--- src/design/sspc_pkg.sv ---
// Package for the servo status packet checker.
// Holds the result codes, register indexes and the structs passed between the
// front, queue and back stages. No dependencies.
package sspc_pkg;

    localparam int BYTE_W     = 8;
    localparam int STATUS_W   = 3;
    localparam int CFG_IDX_W  = 1;
    localparam int CFG_DATA_W = 8;
    localparam int PCOUNT_W   = 6;
    // wide enough for any parameter count up to 64
    localparam int NCNT_W     = 7;
    localparam int SIDX_W     = 6;

    localparam logic [BYTE_W-1:0] HDR_BYTE  = 8'hFF;
    localparam int                ID_POS    = 2;
    localparam int                ERR_POS   = 4;
    localparam int                PARAM_POS = 5;

    typedef enum logic [STATUS_W-1:0] {
        ST_OK           = 3'd0,
        ST_SHORT        = 3'd1,
        ST_BAD_HEADER   = 3'd2,
        ST_WRONG_ID     = 3'd3,
        ST_BAD_CHECKSUM = 3'd4
    } status_t;

    typedef enum logic {
        OP_BYTE = 1'b0,
        OP_END  = 1'b1
    } op_t;

    typedef enum logic [CFG_IDX_W-1:0] {
        REG_EXPECTED_ID = 1'b0,
        REG_PARAM_COUNT = 1'b1
    } reg_idx_t;

    // One report for the back stage.
    typedef struct packed {
        status_t             status;
        logic [BYTE_W-1:0]   servo_error;
        logic [NCNT_W-1:0]   count;
        logic                bank;
    } cmd_t;

    typedef struct packed {
        logic                valid;
        logic                bank;
        logic [SIDX_W-1:0]   idx;
        logic [BYTE_W-1:0]   data;
    } store_wr_t;

    typedef struct packed {
        logic valid;
        logic bank;
    } busy_clr_t;

endpackage

--- src/design/sspc_queue.sv ---
// Two-entry report queue between the front and back stages.
// Depends on sspc_pkg.
module sspc_queue import sspc_pkg::*;
(
    input  logic clk,
    input  logic rst_n,
    input  logic push,
    input  cmd_t push_cmd,
    input  logic pop,
    output logic full,
    output logic empty,
    output cmd_t head
);

    cmd_t       entry_reg [2];
    logic       wr_ptr_reg, wr_ptr_next;
    logic       rd_ptr_reg, rd_ptr_next;
    logic [1:0] cnt_reg, cnt_next;

    assign full  = (cnt_reg == 2'd2);
    assign empty = (cnt_reg == 2'd0);
    assign head  = entry_reg[rd_ptr_reg];

    always_comb
    begin
        wr_ptr_next = wr_ptr_reg ^ push;
        rd_ptr_next = rd_ptr_reg ^ pop;
        cnt_next    = cnt_reg + {1'b0, push} - {1'b0, pop};
    end

    always_ff @(posedge clk or negedge rst_n)
    begin
        if (!rst_n)
        begin
            wr_ptr_reg <= 1'b0;
            rd_ptr_reg <= 1'b0;
            cnt_reg    <= 2'd0;
        end
        else
        begin
            wr_ptr_reg <= wr_ptr_next;
            rd_ptr_reg <= rd_ptr_next;
            cnt_reg    <= cnt_next;
        end
    end

    always_ff @(posedge clk)
    begin
        if (push)
        begin
            entry_reg[wr_ptr_reg] <= push_cmd;
        end
    end

`ifndef SYNTHESIS
    a_no_overflow: assert property (@(posedge clk) disable iff (!rst_n) push |-> !full)
        else $error("report queue overflow");
    a_no_underflow: assert property (@(posedge clk) disable iff (!rst_n) pop |-> !empty)
        else $error("report queue underflow");
    a_cnt_range: assert property (@(posedge clk) disable iff (!rst_n) cnt_reg != 2'd3)
        else $error("report queue count out of range");
`endif

endmodule

--- config.mk ---
export PLATFORM = sky130hd
export DESIGN_NAME = sspc_queue
export DESIGN_NICKNAME = d
export VERILOG_FILES = /design/src/design/sspc_pkg.sv /design/src/design/sspc_queue.sv
export SDC_FILE = /design/constraint.sdc
export NUM_CORES = 1
export LEC_CHECK = 0
export BUFFER_PORTS_ARGS = -buffer_cell sky130_fd_sc_hd__buf_2
export CAP_MARGIN = 30
export CELL_PAD_IN_SITES_DETAIL_PLACEMENT = 1
export CELL_PAD_IN_SITES_GLOBAL_PLACEMENT = 1
export CORE_MARGIN = 5
export CORE_UTILIZATION = 46
export CTS_CLUSTER_DIAMETER = 50
export CTS_CLUSTER_SIZE = 25
export DETAILED_ROUTE_END_ITERATION = 8
export PLACE_DENSITY = 0.92
export RECOVER_POWER = 50
export SLEW_MARGIN = 20
export SYNTH_ARGS = -nofsm -noshare
export SYNTH_HDL_FRONTEND = slang
export SYNTH_SLANG_ARGS = --single-unit
--- constraint.sdc ---
create_clock -name clk -period 2.1 [get_ports clk]
set_input_delay 0.63 -clock clk [delete_from_list [all_inputs] [get_ports clk]]
set_output_delay 0.63 -clock clk [all_outputs]
set_load 0.02 [all_outputs]
==> impl_metrics.yaml <==
status:
  run_status: "finished, final reports clean"
clocking:
  cts_sinks: 42
  cts_max_level: 2
  cts_hold_buf: 0
  numCtsBuffers: 5
  insertion_delay_ns: 0.35
  cts_root_buffer: "clkbuf_4"
  clk_pin_slew_ns: 0.11
  cts_tree: "done"
  clk_path_buf_depth: 2
route:
  drt-initial-drc-count: 32
  drt-total-wl_um: 3037
  final_antenna_net_count: 0
  vias: 845
  drc: 0
  viasPerCell: 4.801
  first_pass_iters: 4
  avgRoutedWirePerCell_um: 17.26
power_and_ir_drop:
  power_leakage_nw: 0.8432
  power_density_nw_per_um2: 1352
  finalPower_mw: 2.791
  peakVddDrop_mv: 0.5049
sta:
  setup_viol: 0
  slew_viol_final: 0
  tightest_slew_ns: 0.2544
  layout_min_cycle_time_ns: 2.093
  rsz0062_at_grt: "true"
  finalCritPeriodShare_pct: 99.65
  slew-limit-headroom_pct: 83.04
  final_hold_viol_count: 0
  clock.fmax_mhz: 477.9
  clock-skew-final_ns: 0.008089
  setup_tns_ns: 0
global_route:
  grt_usage_pct: 13.79
  grt_pass1_wl_um: 4857
  grt_max_degree: 20
  grt_pass1_vias: 969
  antenna_found_initial: 0
  grt_overflow: 0
yosys:
  avgSynthCellArea_um2: 22.09
  synth_seq_area_share_pct: 74.92
  synth_seq_cells: 42
  synth_cell_types: 10
  synth_warnings: 0
  synth_nets: 102
  synth_area_um2: 1657
  syn_inst: 75
floorplan:
  initial_core_util_pct: 48.50
  die_y_um: 70.01
  dieArea_um2: 4901
  ios: 44
  chipWidth_um: 70.01
  core_area_um2: 3416
  row_count: 21
critical_path:
  worst_r2r_path_depth: 5
  required_ns: 1.47
  crit_path_end_kind: "output pin"
  cp_data_arrival_time_ns: 1.46
  path_class: "reg -> out"
  crit_path_start_kind: "register"
  worstPathMaxFanout: 12
final_layout:
  layout-drive-gt1-share_pct: 43.85
  final-instance-count-excl-fill: 176
  nets: 156
  area_growth_pct: 24.62
  nFillCells: 331
  final_util_pct: 60.44
  largest_register_ffs: 38
  diodes: 0
flow_run:
  cap_violations: 0
min_path:
  hp-class: "in -> async"
placed_design:
  dp_hpwl_um: 2307
  placed_cells: 166
  routabilityCongestion: 0.7257
  port-buffer-count: 43
==> power by group <==
| part | internal (mW) | switching, mW | total (mW) |
|---|---|---|---|
| clock | 0.134 | 0.234 | 0.367 |
| combinational | 0.642 | 0.583 | 1.22 |
| sequential | 1.12 | 0.0769 | 1.20 |
| total | 1.90 | 0.894 | 2.79 |
==> through the flow <==
stage | setup slack [ns] | hold WS, ns | cell area, um2
after floorplan | 0.5573 | 0.3344 | 1657
after global placement | 0.3201 | 0.4423 | 1949
after detailed placement | 0.2911 | 0.4457 | 1949
after CTS | 0.008545 | 0.04844 | 2014
after global routing | -0.05697 | 0.06348 | 2064
final | 0.007380 | 0.09121 | 2064
==> layout by cell type (no fill, tap or decap), drive strengths merged <==
master   n
xor2     1
nor2     1
mux2    19
xor3     1
clkbuf  25
ha       4
buf     32
edfxtp  38
inv      4
nor2b    1
dfrtp    4
==> synth_stat cells <==
library cell,number,share of area [%]
edfxtp_1,38,69
ha_1,4,3.0
mux2_4,19,17
buf_6,2,1.4
dfrtp_1,4,6.0
xor2_1,1,0.53
nor2_1,1,0.23
nor2b_1,1,0.38
inv_1,4,0.91
xor3_1,1,1.4
==> logic make-up (layout without fill, tap and decap cells) <==
group	count (synthesis)	count (layout)	synth area share (%)
flops	42	42	74.92
mux	19	19	17.22
buf+inv	6	61	2.265
fa+ha+maj	4	4	3.021
xor+xnor	2	2	1.964
simple gates	2	2	0.6043
==> worst max-delay path: stages, from the launching register on <==
cell     delay (ns)
dfrtp_2        0.47
buf_12         0.17
mux2_4         0.31
buf_2          0.16
==> area by class of cell <==
class | count | area (um2) | share of cell area (%)
Inverter | 4 | 15.01 | 0.7273
Sequential cell | 42 | 1242 | 60.18
Multi-Input combinational cell | 27 | 377.9 | 18.30
Clock buffer | 8 | 48.80 | 2.364
Timing Repair Buffer | 49 | 322.8 | 15.64
Tap cell | 46 | 57.56 | 2.788
==> what timing repair did <==
| action | CTS | global route |
|---|---|---|
| gates cloned | 0 | 0 |
| buffers inserted | 2 | 0 |
| gates resized for setup | 1 | 23 |
| hold endpoints to repair | 0 | 0 |
| endpoints found under the setup margin | 16 | 19 |
==> metal layers <==
metal  vias up  part of all wire (%)  GRT usage [%]
li1        391                     -              -
met1       414                    34          13.40
met2        33                    57          24.76
met3         7                   7.0          5.308
met4         0                   2.2          7.660
met5         -                     0              0
==> final timing paths <==
path,end,slack (ns),startpoint
setup / recovery,head[13],0.007,rd_ptr_reg$_DFF_PN0_
min in group clk,entry_reg[0][16]$_DFFE_PP_,0.46,push_cmd[16]
hold / removal,rd_ptr_reg$_DFF_PN0_,0.09,rst_n
hold reg to reg,cnt_reg[1]$_DFF_PN0_,0.62,cnt_reg[1]$_DFF_PN0_
max in group asynchronous,rd_ptr_reg$_DFF_PN0_,1.80,rst_n
setup reg to reg,cnt_reg[1]$_DFF_PN0_,0.88,cnt_reg[0]$_DFF_PN0_
(Power assumes the default switching activity.)
